===== config.mk =====
export PLATFORM = sky130hd
export DESIGN_NAME = meter_telegram_framer
export DESIGN_NICKNAME = d
export VERILOG_FILES = /design/src/rtl/mtf_pkg.sv /design/src/rtl/meter_telegram_framer.sv /design/src/rtl/mtf_core.sv
export SDC_FILE = /design/constraint.sdc
export NUM_CORES = 1
export LEC_CHECK = 0
export BUFFER_PORTS_ARGS = -buffer_cell sky130_fd_sc_hd__buf_2
export CORE_MARGIN = 2
export CORE_UTILIZATION = 63
export DETAILED_ROUTE_END_ITERATION = 6
export PLACE_DENSITY_LB_ADDON = 0.12
export SYNTH_ARGS = -nofsm -noshare
export SYNTH_HDL_FRONTEND = slang
export SYNTH_SLANG_ARGS = --single-unit

===== constraint.sdc =====
create_clock -name clock -period 8.76 [get_ports clock]
set_input_delay 0.876 -clock clock [delete_from_list [all_inputs] [get_ports clock]]
set_output_delay 0.876 -clock clock [all_outputs]
set_load 0.05 [all_outputs]

===== src/rtl/mtf_pkg.sv =====
`default_nettype none
// ----------------------------------------------------------------------------
// mtf_pkg
// Shared types and constants of the meter telegram framer: item layouts,
// byte codes, status codes, register indexes and register reset values.
// ----------------------------------------------------------------------------
package mtf_pkg;

   // Field widths
   localparam int unsigned BYTE_W   = 8;
   localparam int unsigned LEN_W    = 16;
   localparam int unsigned EXP_W    = LEN_W + 1;
   localparam int unsigned IDLE_W   = LEN_W + 1;
   localparam int unsigned STATUS_W = 2;
   localparam int unsigned CSR_IDX_W  = 2;
   localparam int unsigned CSR_DATA_W = 16;

   // Input opcodes
   localparam logic OP_BYTE = 1'b0;
   localparam logic OP_TICK = 1'b1;

   // Result status codes
   localparam logic [STATUS_W-1:0] ST_NORMAL   = 2'd0;
   localparam logic [STATUS_W-1:0] ST_OVERFLOW = 2'd1;
   localparam logic [STATUS_W-1:0] ST_TIMEOUT  = 2'd2;

   // Register indexes
   localparam logic [CSR_IDX_W-1:0] CSR_ENCRYPTED_MODE = 2'd0;
   localparam logic [CSR_IDX_W-1:0] CSR_MAX_LENGTH     = 2'd1;
   localparam logic [CSR_IDX_W-1:0] CSR_TIMEOUT_TICKS  = 2'd2;

   // Register reset values
   localparam logic             RESET_ENCRYPTED_MODE = 1'b0;
   localparam logic [LEN_W-1:0] RESET_MAX_LENGTH     = 16'd1500;
   localparam logic [LEN_W-1:0] RESET_TIMEOUT_TICKS  = 16'd200;

   // Byte codes
   localparam logic [BYTE_W-1:0] CHAR_SLASH = 8'h2F;
   localparam logic [BYTE_W-1:0] CHAR_OPEN  = 8'h28;
   localparam logic [BYTE_W-1:0] CHAR_BANG  = 8'h21;
   localparam logic [BYTE_W-1:0] CHAR_LF    = 8'h0A;
   localparam logic [BYTE_W-1:0] CHAR_CR    = 8'h0D;
   localparam logic [BYTE_W-1:0] CHAR_START = 8'hDB;

   // Encrypted header layout
   localparam logic [LEN_W-1:0] HDR_LEN_HIGH_POS = 16'd11;
   localparam logic [LEN_W-1:0] HDR_LEN_LOW_POS  = 16'd12;
   localparam logic [LEN_W-1:0] HDR_KNOWN_COUNT  = 16'd20;
   localparam logic [EXP_W-1:0] HDR_LEN_OFFSET   = 17'd13;

   // Saturation point of the idle counter
   localparam logic [IDLE_W-1:0] IDLE_MAX = {IDLE_W{1'b1}};

   typedef struct packed {
      logic              opcode;
      logic [BYTE_W-1:0] rx_byte;
   } req_type;

   typedef struct packed {
      logic                write_valid;
      logic [LEN_W-1:0]    write_address;
      logic [BYTE_W-1:0]   write_data;
      logic                frame_done;
      logic [LEN_W-1:0]    frame_length;
      logic [STATUS_W-1:0] status;
   } rsp_type;

   typedef struct packed {
      logic                  enable;
      logic [CSR_IDX_W-1:0]  index;
      logic [CSR_DATA_W-1:0] data;
   } csr_write_type;

endpackage : mtf_pkg
`default_nettype wire


===== src/rtl/meter_telegram_framer.sv =====
`default_nettype none
// ----------------------------------------------------------------------------
// meter_telegram_framer
// Cuts smart-meter telegrams out of a serial byte stream and emits each
// stored byte as a frame buffer write, with done and abort status.
// ----------------------------------------------------------------------------
//   channel   direction  handshake                 payload
//   req_      in         req_valid / req_stall     req_type (opcode, rx_byte)
//   rsp_      out        rsp_valid / rsp_stall     rsp_type (write and status)
//   csr_      in         csr_write_enable          csr_index, csr_data
//
// One item is accepted per cycle while req_stall is low; its result, if any,
// lands on rsp_ in the next cycle, or in a one-entry skid stage while an
// earlier result waits. req_stall rises only when that stage fills. The
// decode is a single pass from the frame registers to the result register.
// Reset is synchronous and restores register defaults and an empty frame.
// ----------------------------------------------------------------------------
module meter_telegram_framer
   import mtf_pkg::*;
(
   input  wire logic                  clock,
   input  wire logic                  reset,
   input  wire logic                  req_valid,
   output logic                       req_stall,
   input  wire req_type               req_data,
   output logic                       rsp_valid,
   input  wire logic                  rsp_stall,
   output rsp_type                    rsp_data,
   input  wire logic                  csr_write_enable,
   input  wire logic [CSR_IDX_W-1:0]  csr_index,
   input  wire logic [CSR_DATA_W-1:0] csr_data
);

   csr_write_type csr;
   logic          item_accept;
   logic          result_valid;
   rsp_type       result;
   logic          take;

   logic    rsp_valid_ff;
   rsp_type rsp_data_ff;
   logic    skid_valid_ff;
   rsp_type skid_data_ff;

   assign csr.enable = csr_write_enable;
   assign csr.index  = csr_index;
   assign csr.data   = csr_data;

   assign req_stall   = skid_valid_ff;
   assign item_accept = req_valid && !skid_valid_ff;
   assign take        = rsp_valid_ff && !rsp_stall;

   mtf_core u_core (
      .clock        (clock),
      .reset        (reset),
      .csr          (csr),
      .item_accept  (item_accept),
      .item         (req_data),
      .result_valid (result_valid),
      .result       (result)
   );

   // Advance results through the output register and skid stage
   always_ff @(posedge clock) begin
      if (reset) begin
         rsp_valid_ff  <= 1'b0;
         skid_valid_ff <= 1'b0;
      end else if (take) begin
         if (skid_valid_ff) begin
            rsp_data_ff   <= skid_data_ff;
            skid_valid_ff <= result_valid;
            skid_data_ff  <= result;
         end else begin
            rsp_valid_ff <= result_valid;
            rsp_data_ff  <= result;
         end
      end else if (!rsp_valid_ff) begin
         rsp_valid_ff <= result_valid;
         rsp_data_ff  <= result;
      end else if (result_valid) begin
         skid_valid_ff <= 1'b1;
         skid_data_ff  <= result;
      end
   end

   assign rsp_valid = rsp_valid_ff;
   assign rsp_data  = rsp_data_ff;

   a_skid_behind_output: assert property (@(posedge clock) disable iff (reset)
      skid_valid_ff |-> rsp_valid_ff)
      else $error("skid stage full while output register empty");

   a_done_is_write: assert property (@(posedge clock) disable iff (reset)
      (rsp_valid_ff && rsp_data_ff.frame_done) |->
         (rsp_data_ff.write_valid && (rsp_data_ff.status == ST_NORMAL)))
      else $error("frame done without a normal write");

   a_abort_no_write: assert property (@(posedge clock) disable iff (reset)
      (rsp_valid_ff && (rsp_data_ff.status != ST_NORMAL)) |->
         (!rsp_data_ff.write_valid && !rsp_data_ff.frame_done))
      else $error("abort result carries a write");

endmodule : meter_telegram_framer
`default_nettype wire


===== src/rtl/mtf_core.sv =====
`default_nettype none
// ----------------------------------------------------------------------------
// mtf_core
// Frame state and configuration registers. Decodes one accepted item per
// cycle and produces at most one result in the same cycle.
// ----------------------------------------------------------------------------
module mtf_core
   import mtf_pkg::*;
(
   input  wire logic          clock,
   input  wire logic          reset,
   input  wire csr_write_type csr,
   input  wire logic          item_accept,
   input  wire req_type       item,
   output logic               result_valid,
   output rsp_type            result
);

   typedef struct packed {
      logic              in_frame;
      logic              footer_seen;
      logic [LEN_W-1:0]  byte_count;
      logic [LEN_W-1:0]  trailing_newlines;
      logic [BYTE_W-1:0] length_high;
      logic [BYTE_W-1:0] length_low;
      logic [EXP_W-1:0]  expected_length;
      logic [IDLE_W-1:0] idle_ticks;
   } frame_type;

   localparam frame_type FRAME_CLEAR = '0;

   logic             encrypted_mode_ff;
   logic [LEN_W-1:0] max_length_ff;
   logic [LEN_W-1:0] timeout_ticks_ff;
   frame_type        frame_ff;
   frame_type        frame_in;
   frame_type        step_frame;

   // Decode one item against the current frame state
   always_comb begin
      frame_type         work;
      logic [LEN_W-1:0]  addr;
      logic [BYTE_W-1:0] c;
      logic              newline;
      work    = frame_ff;
      addr    = '0;
      c       = item.rx_byte;
      newline = (c == CHAR_LF) || (c == CHAR_CR);
      result_valid = 1'b0;
      result       = '0;

      if (item.opcode == OP_TICK) begin
         if (work.in_frame) begin
            if (work.idle_ticks != IDLE_MAX) begin
               work.idle_ticks = work.idle_ticks + 1'b1;
            end
            if (work.idle_ticks > {1'b0, timeout_ticks_ff}) begin
               work          = FRAME_CLEAR;
               result_valid  = 1'b1;
               result.status = ST_TIMEOUT;
            end
         end
      end else begin
         // Open a frame on the start byte of the current mode
         if (!encrypted_mode_ff) begin
            if (c == CHAR_SLASH) begin
               work          = FRAME_CLEAR;
               work.in_frame = 1'b1;
            end
         end else if (!work.in_frame && (c == CHAR_START)) begin
            work          = FRAME_CLEAR;
            work.in_frame = 1'b1;
         end

         if (work.in_frame) begin
            work.idle_ticks = '0;
            if (work.byte_count >= max_length_ff) begin
               work          = FRAME_CLEAR;
               result_valid  = 1'b1;
               result.status = ST_OVERFLOW;
            end else if (!encrypted_mode_ff) begin
               // Drop CR/LF stored just before an opening bracket
               if (c == CHAR_OPEN) begin
                  if (work.trailing_newlines <= work.byte_count) begin
                     work.byte_count = work.byte_count - work.trailing_newlines;
                  end else begin
                     work.byte_count = '0;
                  end
                  work.trailing_newlines = '0;
               end
               addr            = work.byte_count;
               work.byte_count = work.byte_count + 1'b1;
               if (newline) begin
                  work.trailing_newlines = work.trailing_newlines + 1'b1;
               end else begin
                  work.trailing_newlines = '0;
               end
               result_valid         = 1'b1;
               result.write_valid   = 1'b1;
               result.write_address = addr;
               result.write_data    = c;
               if (c == CHAR_BANG) begin
                  work.footer_seen = 1'b1;
               end else if (work.footer_seen && (c == CHAR_LF)) begin
                  result.frame_done   = 1'b1;
                  result.frame_length = work.byte_count;
                  work                = FRAME_CLEAR;
               end
            end else begin
               // Capture the length bytes of the encrypted header
               addr = work.byte_count;
               if (addr == HDR_LEN_HIGH_POS) begin
                  work.length_high = c;
               end else if (addr == HDR_LEN_LOW_POS) begin
                  work.length_low = c;
               end
               work.byte_count = work.byte_count + 1'b1;
               if ((work.expected_length == '0) &&
                   (work.byte_count > HDR_KNOWN_COUNT)) begin
                  work.expected_length = HDR_LEN_OFFSET +
                     {1'b0, work.length_high, work.length_low};
               end
               result_valid         = 1'b1;
               result.write_valid   = 1'b1;
               result.write_address = addr;
               result.write_data    = c;
               if ((work.expected_length != '0) &&
                   ({1'b0, work.byte_count} == work.expected_length)) begin
                  result.frame_done   = 1'b1;
                  result.frame_length = work.byte_count;
                  work                = FRAME_CLEAR;
               end
            end
         end
      end

      step_frame = work;
      if (!item_accept) begin
         result_valid = 1'b0;
      end
   end

   // Pick the next frame state: mode change drops the frame
   always_comb begin
      frame_in = frame_ff;
      if (item_accept) begin
         frame_in = step_frame;
      end
      if (csr.enable && (csr.index == CSR_ENCRYPTED_MODE) &&
          (csr.data[0] != encrypted_mode_ff)) begin
         frame_in = FRAME_CLEAR;
      end
   end

   // Hold frame state and configuration
   always_ff @(posedge clock) begin
      if (reset) begin
         frame_ff          <= FRAME_CLEAR;
         encrypted_mode_ff <= RESET_ENCRYPTED_MODE;
         max_length_ff     <= RESET_MAX_LENGTH;
         timeout_ticks_ff  <= RESET_TIMEOUT_TICKS;
      end else begin
         frame_ff <= frame_in;
         if (csr.enable) begin
            case (csr.index)
               CSR_ENCRYPTED_MODE: encrypted_mode_ff <= csr.data[0];
               CSR_MAX_LENGTH:     max_length_ff     <= csr.data[LEN_W-1:0];
               CSR_TIMEOUT_TICKS:  timeout_ticks_ff  <= csr.data[LEN_W-1:0];
               default: ;
            endcase
         end
      end
   end

   // Outside a frame all counters sit at zero
   a_idle_count_clear: assert property (@(posedge clock) disable iff (reset)
      !frame_ff.in_frame |-> (frame_ff.byte_count == '0))
      else $error("byte count nonzero outside a frame");

   a_idle_ticks_clear: assert property (@(posedge clock) disable iff (reset)
      !frame_ff.in_frame |-> (frame_ff.idle_ticks == '0))
      else $error("idle ticks nonzero outside a frame");

   a_expected_floor: assert property (@(posedge clock) disable iff (reset)
      (frame_ff.expected_length != '0) |-> (frame_ff.expected_length >= HDR_LEN_OFFSET))
      else $error("expected length below header offset");

endmodule : mtf_core
`default_nettype wire

==> metrics.md <==
| Metric | Value |
|---|---|
| Largest net degree at the start of global routing | `46` |
| Maximum VDD drop | `between 0.00015 and 0.0002 V` |
| Register area | `around 0.0050 mm2` |
| Fmax | `142 MHz` |
| Initial Utilization | `63.6%` |
| Ys flop type | `dfxtp_1` |
| WL per Instance | `roughly 23 um` |
| Most common cell after layout, fill and taps aside | `nand2_1` |
| Final worst setup slack | `1.70 ns` |
| Layout cell share with drive strength beyond 1 | `a little under an eighth` |
| First-pass GRT wire length | `73800 um` |
| Initial DRC Count | `1583` |
| YS warnings | `0` |
| Ys async rst share | `0%` |
| CTS Buf Count | `23` |
| Final Cycle Share | `80.5%` |
| Number of top-level pins | `78` |
| Post-synth EDFFs | `between 80 and 90` |
| DR DRC count | `0` |
| Leakage | `5.90 nW` |
| Post-CTS setup buffer count | `0` |
| Setup_tns | `0 ns` |
| Post-synthesis sequential area ratio | `35.1%` |
| Arrival time of the worst setup path | `7.34 ns` |
| First-pass DRT Iterations | `5` |
| Kind of critical path | `input port to flop` |
| Reg clk slew, reported paths | `0.06 ns` |
| Gpl congestion | `1.02` |
| Initial antenna violation count | `0` |
| CTS Buffer Depth | `3` |
| Most frequent cells in the layout | `nand2_1, nor2_1, a21oi_1` |
| Endpoint class of the critical path | `flop` |
| Synthesis-stage register bit count | `roughly 210` |
| Max-Cap Viols | `0` |
| Final Skew | `0.0201 ns` |
| H-tree depth | `1` |
| # setup viols final | `0` |
| Nets@finish | `1840` |
| Area of the mapped netlist | `0.0143 mm2` |
| Min cycle time layout | `7.06 ns` |
| Multi-input gate area | `0.00852 mm2` |
| CTS tree | `done` |
| Site Rows | `55` |
| Vias in the first global route | `13.4k` |
| Diode count | `0` |
| Worst-path fanout max | `43` |
| Grt ovf | `0` |
| Worst slew pin tran | `around 1.1 ns` |
| Final wirelength | `46900 um` |
| Endpoints failing hold | `0` |
| FILL cells | `1809` |
| Die height | `155 um` |
| Clk Latency, worst-skew pair | `0.54 ns` |
| Post-cts sizing count | `0` |
| Status | `finished clean` |
| Remaining antenna violation count | `0` |
| Die Wd | `155 um` |
| Tot GR Track Use | `38.9%` |
| Area grow syn2layout | `8.57%` |
| Count of input and output buffers | `77` |
| Post-route core utilization | `69.1%` |
| Drt via density | `about 6.8` |
| CP required | `9.05 ns` |
| Pre-CTS setup slack | `~1.4 ns` |
| PwrDens | `139 mW/mm2` |
| Hold Path Class | `flop to flop` |
| Half-perimeter wire length after placement | `33600 um` |
| RSZ-0062 raised after global routing | `no` |
| Mean Syn Cell Area | `8.16 um2` |
| DR vias | `14.1k` |
| CP Launch Type | `input port` |
| Post-Syn Instances | `1756` |
| Synth cell types | `99` |
| CTS Root Buffer Type | `clkbuf_16` |
| Core area | `0.0225 mm2` |
| Final Max Tran Viols | `0` |
| Die Footprint | `~0.024 mm2` |
| Clock sink count | `207` |
| Slew HR | `26.3%` |
| Syn Nets | `1829` |
| Hold buffers post-CTS | `0` |
final cells by class:
type	instances	area share (%)
tap	285	2.29
clock buffer	29	4.10
multi-input combinational	1356	54.8
timing repair buffer	103	3.73
inverter	76	1.83
sequential	207	32.3
clock inverter	13	0.909
metrics by stage:
step | area (um2) | instances | power [mW] | hold WS, ns
CTS | 15500 | 2069 | 2.17 | 0.458
finish | 15500 | 2069 | 2.16 | 0.456
floorplan | 14300 | 1756 | 1.14 | 0.425
detailed placement | 14800 | 2027 | 1.18 | 0.450
global route | 15500 | 2069 | 2.21 | 0.474
global placement | 14800 | 2027 | 1.18 | 0.437
metal layers:
metal	vias to the layer above	GRT usage (%)	wire length, um
met5	-	0	0
met1	6563	51.4	18700
met4	0	19.9	2780
li1	6463	-	-
met2	877	61.5	20700
met3	199	6.84	4730
logic make-up (layout without fill, tap and decap cells):
kind of cell / Yosys count / after routing / synth area share (%)
AND/OR/NAND/NOR: 719 / 719 / 24.9
AO/OA/AOI/OAI: 474 / 474 / 22.6
flip-flops: 207 / 207 / 35.1
buffers and inverters: 193 / 221 / 5.64
XOR/XNOR: 71 / 71 / 4.34
multiplexers: 49 / 49 / 3.64
adder cells (fa/ha/maj): 43 / 43 / 3.77
power by group:
group	switching [mW]	internal, mW
clock network	0.417	0.580
registers	0.00573	1.02
logic	0.110	0.0342
state kept, by name (all words and copies together), names as in the netlist:
signal	count
u_core.frame_ff	84
u_core.encrypted_mode_ff	1
u_core.timeout_ticks_ff	16
req_stall	1
u_core.max_length_ff	16
skid_data_ff	44
rsp_valid	1
rsp_data	44
worst paths after layout:
check | startpoint | endpoint | slack (ns) | cells past startpoint
max | req_data[5] | rsp_data[12]$_DFFE_PP_ | 1.70 | 22
min | u_core.timeout_ticks_ff[14]$_SDFFE_PP0P_ | u_core.timeout_ticks_ff[14]$_SDFFE_PP0P_ | 0.46 | 2
max reg2reg | u_core.encrypted_mode_ff$_SDFFE_PP0P_ | rsp_data[12]$_DFFE_PP_ | 1.83 | 19
min reg2reg | u_core.timeout_ticks_ff[14]$_SDFFE_PP0P_ | u_core.timeout_ticks_ff[14]$_SDFFE_PP0P_ | 0.46 | 2
cells in the mapped netlist, drive strengths merged (25+ instances only):
master	instances	area share (%)
clkbuf	79	2.1
ha	40	3.5
a21oi	124	4.4
nor2	162	4.3
nand2	238	6.2
nor3	51	1.8
nand4	38	1.7
dfxtp	119	17
nand3	59	2.1
buf	38	1.6
mux2	25	2.0
xnor2	50	3.1
inv	75	2.0
edfxtp	88	18
o21ai	86	3.0
worst max-delay path: stages:
cell	delay, ns
buf_2	0.22
nor4b_4	0.36
and3_1	0.30
o21ai_4	0.10
buf_4	0.30
nand2_1	0.26
inv_1	0.16
ha_1	0.59
nand4_1	0.13
or2_2	0.35
a211oi_1	0.56
a2111o_1	0.21
nor2b_1	0.08
a21o_1	0.36
o21ai_0	0.34
ha_1	0.30
nand4_1	0.10
a21oi_1	0.61
nand3_1	0.18
xnor2_1	0.45
o22ai_1	0.23
a22o_1	0.24
(Power assumes the default switching activity.)
